## src/hdl/bpc_pkg.sv

```systemverilog
// Button press classifier package: shared types, register indexes,
// reset values and the combination-to-code mapping.
// No dependencies.
package bpc_pkg;

  localparam int unsigned CfgIdxW = 3;
  localparam int unsigned CfgW    = 8;
  localparam int unsigned MillisW = 11;
  localparam int unsigned SecsW   = 8;
  localparam int unsigned CodeW   = 3;

  localparam logic [MillisW-1:0] MS_PER_SEC = MillisW'(1000);

  localparam logic [CfgW-1:0] READ_PERIOD_RST   = 8'd50;
  localparam logic [CfgW-1:0] FIRST_LONG_RST    = 8'd20;
  localparam logic [CfgW-1:0] LONG_REPEAT_RST   = 8'd10;
  localparam logic [CfgW-1:0] ONE_TIME_SECS_RST = 8'd5;
  localparam logic [CfgW-1:0] RELEASE_CNT_RST   = 8'd3;

  typedef enum logic [CfgIdxW-1:0] {
    CFG_READ_PERIOD   = 3'd0,
    CFG_FIRST_LONG    = 3'd1,
    CFG_LONG_REPEAT   = 3'd2,
    CFG_ONE_TIME_SECS = 3'd3,
    CFG_RELEASE_CNT   = 3'd4
  } cfg_idx_t;

  typedef logic [1:0] combo_t;
  localparam combo_t COMBO_NONE = 2'b00;
  localparam combo_t COMBO_STEP = 2'b01;
  localparam combo_t COMBO_MODE = 2'b10;
  localparam combo_t COMBO_BOTH = 2'b11;

  localparam logic [CodeW-1:0] CODE_NONE = 3'b000;
  localparam logic [CodeW-1:0] CODE_STEP = 3'b001;
  localparam logic [CodeW-1:0] CODE_MODE = 3'b010;
  localparam logic [CodeW-1:0] CODE_BOTH = 3'b100;

  typedef struct packed {
    logic [CfgW-1:0] read_period_ms;
    logic [CfgW-1:0] first_long_delay;
    logic [CfgW-1:0] long_repeat_interval;
    logic [CfgW-1:0] one_time_long_seconds;
    logic [CfgW-1:0] release_confirm_count;
  } cfg_t;

  typedef struct packed {
    logic             event_valid;
    logic             long_evt;
    logic [CodeW-1:0] button_code;
    logic [SecsW-1:0] held_seconds;
    logic             one_time_long;
  } res_t;

  function automatic logic [CodeW-1:0] combo_to_code(input combo_t combo);
    logic [CodeW-1:0] code;
    case (combo)
      COMBO_STEP: code = CODE_STEP;
      COMBO_MODE: code = CODE_MODE;
      COMBO_BOTH: code = CODE_BOTH;
      default:    code = CODE_NONE;
    endcase
    return code;
  endfunction

endpackage

```

## src/hdl/bpc_cfg_regs.sv

```systemverilog
// Button press classifier configuration registers.
// Depends on bpc_pkg (cfg_t, register indexes, reset values).
module bpc_cfg_regs import bpc_pkg::*; (
  input  logic               clk,
  input  logic               rst_n,
  input  logic               wr_en,
  input  logic [CfgIdxW-1:0] wr_index,
  input  logic [CfgW-1:0]    wr_data,
  output cfg_t               cfg
);

  cfg_t cfg_r;

  always_ff @(posedge clk) begin
    if (!rst_n) begin
      cfg_r.read_period_ms        <= READ_PERIOD_RST;
      cfg_r.first_long_delay      <= FIRST_LONG_RST;
      cfg_r.long_repeat_interval  <= LONG_REPEAT_RST;
      cfg_r.one_time_long_seconds <= ONE_TIME_SECS_RST;
      cfg_r.release_confirm_count <= RELEASE_CNT_RST;
    end else if (wr_en) begin
      unique case (wr_index)
        CFG_READ_PERIOD:   cfg_r.read_period_ms        <= wr_data;
        CFG_FIRST_LONG:    cfg_r.first_long_delay      <= wr_data;
        CFG_LONG_REPEAT:   cfg_r.long_repeat_interval  <= wr_data;
        CFG_ONE_TIME_SECS: cfg_r.one_time_long_seconds <= wr_data;
        CFG_RELEASE_CNT:   cfg_r.release_confirm_count <= wr_data;
        default: ;
      endcase
    end
  end

  assign cfg = cfg_r;

endmodule

```

## src/hdl/bpc_core.sv

```systemverilog
// Button press classifier state and per-sample classification logic.
// Depends on bpc_pkg (cfg_t, res_t, combo codes, combo_to_code).
module bpc_core import bpc_pkg::*; (
  input  logic clk,
  input  logic rst_n,
  input  logic step_en,
  input  logic mode_level,
  input  logic step_level,
  input  logic consumer_ready,
  input  cfg_t cfg,
  output res_t res
);

  combo_t             latched_r, latched_nxt;
  logic               released_r, released_nxt;
  logic               short_r, short_nxt;
  logic [MillisW-1:0] millis_r, millis_nxt;
  logic [SecsW-1:0]   secs_r, secs_nxt;
  logic [CfgW-1:0]    idle_r, idle_nxt;
  logic               flag_r, flag_nxt;
  logic [CfgW-1:0]    cd_r, cd_nxt;

  combo_t             combo;
  logic [MillisW-1:0] millis_sum;
  logic               millis_wrap;
  logic [SecsW-1:0]   secs_inc;
  logic [SecsW-1:0]   secs_adj;
  logic               flag_adj;
  logic [CfgW-1:0]    cd_dec;
  logic [CfgW-1:0]    idle_inc;
  res_t               ev;

  assign combo       = ~{mode_level, step_level};
  assign millis_sum  = millis_r + MillisW'(cfg.read_period_ms);
  assign millis_wrap = (millis_sum >= MS_PER_SEC);
  assign secs_inc    = millis_wrap ? secs_r + 8'd1 : secs_r;
  assign secs_adj    = flag_r ? '0 : secs_inc;
  assign flag_adj    = flag_r | (secs_adj >= cfg.one_time_long_seconds);
  assign cd_dec      = cd_r - 8'd1;
  assign idle_inc    = idle_r + 8'd1;

  always_comb begin
    latched_nxt  = latched_r;
    released_nxt = released_r;
    short_nxt    = short_r;
    millis_nxt   = millis_r;
    secs_nxt     = secs_r;
    idle_nxt     = idle_r;
    flag_nxt     = flag_r;
    cd_nxt       = cd_r;
    ev           = '0;
    if (combo != COMBO_NONE) begin
      idle_nxt = '0;
      if (released_r || combo != latched_r) begin
        latched_nxt = combo;
        short_nxt   = 1'b0;
        millis_nxt  = '0;
        secs_nxt    = '0;
        flag_nxt    = 1'b0;
      end else begin
        millis_nxt = millis_wrap ? millis_sum - MS_PER_SEC : millis_sum;
        secs_nxt   = secs_inc;
        if (!short_r) begin
          ev.event_valid   = 1'b1;
          ev.long_evt      = 1'b0;
          ev.button_code   = combo_to_code(combo);
          ev.held_seconds  = secs_inc;
          ev.one_time_long = flag_r;
          short_nxt        = 1'b1;
          cd_nxt           = cfg.first_long_delay;
        end else if (cd_r != '0) begin
          cd_nxt = cd_dec;
          if (cd_dec == '0) begin
            secs_nxt         = secs_adj;
            flag_nxt         = flag_adj;
            ev.event_valid   = 1'b1;
            ev.long_evt      = 1'b1;
            ev.button_code   = combo_to_code(combo);
            ev.held_seconds  = secs_adj;
            ev.one_time_long = flag_adj;
            cd_nxt           = cfg.long_repeat_interval;
          end
        end
      end
      released_nxt = 1'b0;
    end else begin
      idle_nxt = idle_inc;
      if (idle_inc >= cfg.release_confirm_count || !short_r) begin
        released_nxt = 1'b1;
        latched_nxt  = COMBO_NONE;
        idle_nxt     = '0;
        short_nxt    = 1'b0;
        millis_nxt   = '0;
        secs_nxt     = '0;
        flag_nxt     = 1'b0;
      end
    end
  end

  // events are dropped, not held, when the consumer is busy
  assign res = consumer_ready ? ev : '0;

  always_ff @(posedge clk) begin
    if (!rst_n) begin
      latched_r  <= COMBO_NONE;
      released_r <= 1'b1;
      short_r    <= 1'b0;
      millis_r   <= '0;
      secs_r     <= '0;
      idle_r     <= '0;
      flag_r     <= 1'b0;
      cd_r       <= FIRST_LONG_RST;
    end else if (step_en) begin
      latched_r  <= latched_nxt;
      released_r <= released_nxt;
      short_r    <= short_nxt;
      millis_r   <= millis_nxt;
      secs_r     <= secs_nxt;
      idle_r     <= idle_nxt;
      flag_r     <= flag_nxt;
      cd_r       <= cd_nxt;
    end
  end

endmodule

```

## src/hdl/button_press_classifier.sv

```systemverilog
// Button press classifier top level: input register, classification core,
// result register and configuration registers.
// Depends on bpc_pkg, bpc_cfg_regs and bpc_core.
//
// Takes one button sample per item and returns exactly one result item per
// sample. One item per cycle is sustained; each item passes through the input
// register and then the result register before its result is on the output,
// and the only thing that slows the block is out_stall holding the result
// register. Configuration writes are always ready and take effect on the
// next item.
module button_press_classifier import bpc_pkg::*; (
  input  logic               clk,
  input  logic               rst_n,
  input  logic               in_valid,
  output logic               in_stall,
  input  logic               in_mode_level,
  input  logic               in_step_level,
  input  logic               in_consumer_ready,
  output logic               out_valid,
  input  logic               out_stall,
  output logic               out_event_valid,
  output logic               out_long_evt,
  output logic [CodeW-1:0]   out_button_code,
  output logic [SecsW-1:0]   out_held_seconds,
  output logic               out_one_time_long,
  input  logic               cfg_valid,
  output logic               cfg_ready,
  input  logic [CfgIdxW-1:0] cfg_index,
  input  logic [CfgW-1:0]    cfg_data
);

  logic in_vld_r, in_vld_nxt;
  logic in_mode_r, in_step_r, in_ready_r;
  logic out_vld_r, out_vld_nxt;
  res_t out_res_r;
  res_t res;
  cfg_t cfg;
  logic advance;
  logic accept;

  assign cfg_ready = 1'b1;

  bpc_cfg_regs u_cfg (
    .clk      (clk),
    .rst_n    (rst_n),
    .wr_en    (cfg_valid & cfg_ready),
    .wr_index (cfg_index),
    .wr_data  (cfg_data),
    .cfg      (cfg)
  );

  assign advance  = in_vld_r && (!out_vld_r || !out_stall);
  assign in_stall = in_vld_r && !advance;
  assign accept   = in_valid && !in_stall;

  bpc_core u_core (
    .clk            (clk),
    .rst_n          (rst_n),
    .step_en        (advance),
    .mode_level     (in_mode_r),
    .step_level     (in_step_r),
    .consumer_ready (in_ready_r),
    .cfg            (cfg),
    .res            (res)
  );

  always_comb begin
    in_vld_nxt = in_vld_r;
    if (accept) begin
      in_vld_nxt = 1'b1;
    end else if (advance) begin
      in_vld_nxt = 1'b0;
    end
    out_vld_nxt = out_vld_r;
    if (advance) begin
      out_vld_nxt = 1'b1;
    end else if (!out_stall) begin
      out_vld_nxt = 1'b0;
    end
  end

  always_ff @(posedge clk) begin
    if (!rst_n) begin
      in_vld_r  <= 1'b0;
      out_vld_r <= 1'b0;
    end else begin
      in_vld_r  <= in_vld_nxt;
      out_vld_r <= out_vld_nxt;
    end
  end

  always_ff @(posedge clk) begin
    if (accept) begin
      in_mode_r  <= in_mode_level;
      in_step_r  <= in_step_level;
      in_ready_r <= in_consumer_ready;
    end
    if (advance) begin
      out_res_r <= res;
    end
  end

  assign out_valid         = out_vld_r;
  assign out_event_valid   = out_res_r.event_valid;
  assign out_long_evt      = out_res_r.long_evt;
  assign out_button_code   = out_res_r.button_code;
  assign out_held_seconds  = out_res_r.held_seconds;
  assign out_one_time_long = out_res_r.one_time_long;

endmodule

```

## config.mk

```make
export PLATFORM = sky130hd
export DESIGN_NAME = button_press_classifier
export DESIGN_NICKNAME = d
export VERILOG_FILES = /design/src/hdl/bpc_pkg.sv /design/src/hdl/bpc_cfg_regs.sv /design/src/hdl/bpc_core.sv /design/src/hdl/button_press_classifier.sv
export SDC_FILE = /design/constraint.sdc
export NUM_CORES = 1
export LEC_CHECK = 0
export BUFFER_PORTS_ARGS = -buffer_cell sky130_fd_sc_hd__buf_2
export CAP_MARGIN = 5
export CORE_MARGIN = 2
export CORE_UTILIZATION = 60
export DETAILED_ROUTE_END_ITERATION = 8
export PLACE_DENSITY = 0.78
export REMOVE_ABC_BUFFERS = 1
export SLEW_MARGIN = 15
export SYNTH_ARGS = -nofsm -noshare
export SYNTH_HDL_FRONTEND = slang
export SYNTH_HIERARCHICAL = 1
export SYNTH_SLANG_ARGS = --single-unit
```

## constraint.sdc

```tcl
create_clock -name clk -period 5 [get_ports clk]
set_clock_uncertainty 0.2 [all_clocks]
set_input_delay 0.25 -clock clk [delete_from_list [all_inputs] [get_ports clk]]
set_output_delay 0.25 -clock clk [all_outputs]
set_load 0.03 [all_outputs]
```

==> results.py <==
metrics = {
    "clocking": {
        "cts_buffers": 9,
        "cts_root_buf": "clkbuf_8",
        "clock_latency_ns": 0.36,
        "htreeDepth": 3,
        "clk_pin_slew_worst_paths_ns": 0.09,
        "cts_resized": 0,
        "cts_buffer_depth": 2,
        "cts_tree": "done",
        "cts_num_sinks": 99,
    },
    "sta": {
        "rsz0062_at_grt": "false",
        "tns_ns": 0,
        "hold_viol_final": 0,
        "maxSlewViolCount": 0,
        "fin_crit_sh_pct": 91.84,
        "slew_headroom_pct": 43.87,
        "final-setup-viol-count": 0,
        "period_needed_ns": 4.592,
        "fin_ws_ns": 0.4078,
        "worst_slew_pin_slew_ns": 0.8389,
        "fmax_mhz": 217.8,
    },
    "logic_synthesis": {
        "netlist_area_sq_um": 5529,
        "synth-seq-cells": 99,
        "yosys_warnings": 6,
        "post_synth_num_cell_types": 78,
        "synthCells": 608,
        "synth_edf_count": 17,
        "ys_seq_area_share_pct": 38.92,
        "synth_top_flop_cell": "dfxtp_1",
        "avgSynthCellArea_sq_um": 9.094,
        "async_flop_share_pct": 0,
    },
    "setup_path": {
        "critical-path-top-delay-family": "compound AO/OA/AOI/OAI gates",
        "crit_path_start": "u_cfg/cfg[32]",
        "rrSetupSlack_ns": 0.41,
        "cp_slowest_stage_delay_ns": 0.44,
        "rr_worst_depth": 19,
        "path_cells": "ha_1 > fa_1 > nand3_1 > a21oi_1 > or2_2 > ha_1 > a21oi_2 > a41o_1 > xor2_1 > nand2b_1 > ha_1 > nand2b_1 > a21o_1 > a21o_1 > a21o_1 > a21oi_1 > o21ai_0 > a31oi_1 > nor2b_1",
        "path_class": "reg2reg",
        "critical_path_buf_inv_count": 0,
        "critPathLaunchType": "register",
        "cp.arrival_ns": 4.51,
        "critPathSlowestCell": "fa_1",
        "worstPathRequired_ns": 4.92,
        "cp-end-kind": "register",
        "r2r_start": "u_cfg/cfg[32]",
        "r2r-end": "out_one_time_long",
        "path_max_fanout": 10,
    },
    "cells_and_area": {
        "layout.nets": 686,
        "num-fill-cells": 723,
        "drive_gt1_share_pct": 13.71,
        "seqCellArea_sq_um": 2152,
        "antenna_cells": 0,
        "multi_input_area_sq_um": 3131,
        "area_growth_pct": 8.735,
    },
    "die": {
        "io_pins": 36,
        "dieArea_sq_um": 9999,
        "initial_core_util_pct": 60.70,
        "die_w_um": 100.0,
        "coreArea_sq_um": 9109,
        "rows": 35,
        "die_y_um": 100.0,
    },
    "placement": {
        "routabilityCongestion": 0.8815,
        "port_buffers": 34,
        "hpwlAfterDp_mm": 8.794,
        "pre_cts_ws_ns": 0.4632,
    },
    "power": {
        "p_seq_share_pct": 57.4,
        "p_comb_share_pct": 8.5,
        "p_clk_share_pct": 34.1,
        "power_leakage_nw": 2.457,
        "power.density_nw_per_um2": 243.7,
        "switching_share_pct": 26.44,
        "peakVddDrop_v": 0.0001731,
        "switchingPower_w": 0.0003875,
        "power_w": 0.001465,
        "intPower_w": 0.001078,
    },
    "route": {
        "via_per_inst": 5.965,
        "ant_nets": 0,
        "wl_per_cell_um": 16.01,
        "route.detailed.drc": 0,
        "finalWirelength_mm": 12.06,
        "vias": 4492,
        "drtPass1Iterations": 5,
        "drt-initial-drc-count": 311,
    },
    "outcome": {
        "status": "completed",
    },
    "global_route": {
        "grt_pass1_vias": 4324,
        "grt_max_degree": 64,
        "overflow": 0,
        "grt_usage_pct": 24.86,
        "antenna_found_initial": 0,
        "grt_pass1_wl_mm": 20.15,
    },
    "worst_hold_path": {
        "min_path_cells": 3,
        "hold_path_class": "in2reg",
        "worstHoldStart": "cfg_data[2]",
        "holdPathEnd": "u_cfg/cfg[10]",
    },
    "run": {
        "maxCapViolCount": 0,
    },
}
[cells by family (layout without fill, tap and decap cells)]
group           Yosys count  after routing  synth area share (%)
simple gates            227            227                 21.45
compound gates          118            118                 15.14
flops                    99             99                 38.92
buf+inv                  60             94                 4.752
mux                      44             44                 8.011
fa+ha+maj                30             30                 6.925
xor+xnor                 29             29                 4.730
other cells               1              1               0.06782
[worst reg2reg max path: stages, from the launching register on]
cell	delay, ns
dfxtp_1	0.32
ha_1	0.26
fa_1	0.44
nand3_1	0.16
a21oi_1	0.09
or2_2	0.33
ha_1	0.25
a21oi_2	0.17
a41o_1	0.43
xor2_1	0.23
nand2b_1	0.08
ha_1	0.26
nand2b_1	0.14
a21o_1	0.17
a21o_1	0.17
a21o_1	0.17
a21oi_1	0.13
o21ai_0	0.11
a31oi_1	0.19
nor2b_1	0.07
[cell usage in the layout (no fill, tap or decap), drive strengths merged, types with 3 or more instances in the layout]
cell | synthesis | layout
nor4 | 3 | 3
nand4 | 5 | 5
dfxtp | 82 | 82
nor2b | 22 | 22
ha | 29 | 29
o211ai | 4 | 4
or3 | 5 | 5
a21boi | 4 | 4
a211oi | 9 | 9
nor3b | 6 | 6
a31oi | 3 | 3
a21oi | 36 | 36
xnor2 | 19 | 19
xor2 | 10 | 10
o21ai | 24 | 24
a22o | 6 | 6
and3 | 8 | 8
buf | 11 | 41
edfxtp | 17 | 17
o31ai | 4 | 4
clkbuf | 18 | 10
inv | 30 | 34
nand3 | 19 | 19
or2 | 4 | 4
nor2 | 42 | 42
nor3 | 14 | 14
dlygate4sd3 | 0 | 6
o311ai | 4 | 4
a31o | 4 | 4
a21o | 5 | 5
mux2i | 42 | 42
nand2 | 70 | 70
and2 | 3 | 3
nand2b | 11 | 11
nand3b | 3 | 3
[power groups by stage]
| stage | clock network [W] | registers (W) | logic (W) |
|---|---|---|---|
| after floorplan | 0 | 0.000866 | 0.0000647 |
| after global placement | 0 | 0.000858 | 0.000118 |
| after detailed placement | 0 | 0.000859 | 0.000120 |
| after CTS | 0.000511 | 0.000841 | 0.000123 |
| after global routing | 0.000540 | 0.000843 | 0.000136 |
| final | 0.000500 | 0.000841 | 0.000124 |
[metrics by stage]
| stage | cell area, sq um | util (%) | hold WS, ns | cells |
|---|---|---|---|---|
| after global placement | 5761 | 63.24 | 0.2282 | 731 |
| after global routing | 6012 | 66.00 | 0.01295 | 753 |
| final | 6012 | 66.00 | 0.01280 | 753 |
| after detailed placement | 5761 | 63.24 | 0.2286 | 731 |
| after floorplan | 5383 | - | 0.1119 | 579 |
| after CTS | 6002 | 65.89 | 0.003725 | 752 |
[sequential cells by signal (all words and copies together) (netlist names), 2 cells and up]
name / count
u_cfg/cfg: 40
u_core/latched_r: 2
u_core/idle_r: 8
out_button_code: 3
u_core/millis_r: 11
out_held_seconds: 8
u_core/cd_r: 8
u_core/secs_r: 8
[layer usage]
layer / up-vias / global-route usage [%] / share of wire, %
met1: 2140 / 33.17 / 45
met2: 137 / 42.52 / 49
met5: - / 0 / 0
met3: 15 / 3.273 / 5.0
li1: 2200 / - / -
met4: 0 / 7.060 / 1.1
[Yosys cell counts, types with 3 or more instances]
master / n / area share, %
a211oi_1: 8 / 1.1
a21boi_0: 3 / 0.41
a21o_1: 5 / 0.68
a21oi_1: 33 / 3.0
a21oi_2: 3 / 0.48
a22o_1: 6 / 0.95
a31o_2: 4 / 0.63
a31oi_1: 3 / 0.34
and2_1: 3 / 0.34
and3_1: 7 / 0.79
buf_2: 6 / 0.54
buf_6: 3 / 0.61
clkbuf_1: 18 / 1.2
dfxtp_1: 82 / 30
edfxtp_1: 17 / 9.2
ha_1: 29 / 6.6
inv_1: 30 / 2.0
mux2i_1: 42 / 7.6
nand2_1: 69 / 4.7
nand2b_1: 11 / 1.2
nand3_1: 18 / 1.6
nand3b_1: 3 / 0.41
nand4_1: 5 / 0.57
nor2_1: 42 / 2.9
nor2b_1: 22 / 2.5
nor3_1: 14 / 1.3
nor3b_1: 4 / 0.54
nor4_1: 3 / 0.34
o211ai_1: 4 / 0.54
o21ai_0: 17 / 1.5
o21ai_1: 7 / 0.63
or2_2: 4 / 0.45
or3_1: 4 / 0.45
xnor2_1: 18 / 2.9
xor2_1: 10 / 1.6
[area by class of cell]
type | count | area share [%]
sequential | 99 | 35.80
timing repair buffer | 47 | 4.703
clock buffer | 10 | 2.289
inverter | 31 | 1.935
clock inverter | 6 | 0.8949
tap | 111 | 2.310
multi-input combinational | 449 | 52.07
[repair_timing]
item,in CTS,in global routing
endpoints found under the hold margin,5,1
hold buffers,5,1
buffers inserted,0,0
[worst max-delay path by stage]
stage | to | slack, ns | cells past startpoint
2_1_floorplan | out_one_time_long | 0.64 | 19
3_3_place_gp | out_one_time_long | 0.58 | 19
3_5_place_dp | out_one_time_long | 0.46 | 19
4_1_cts | out_one_time_long | 0.43 | 19
5_1_grt | out_one_time_long | 0.11 | 19
6_report | out_one_time_long | 0.41 | 19
(Power assumes the default switching activity.)
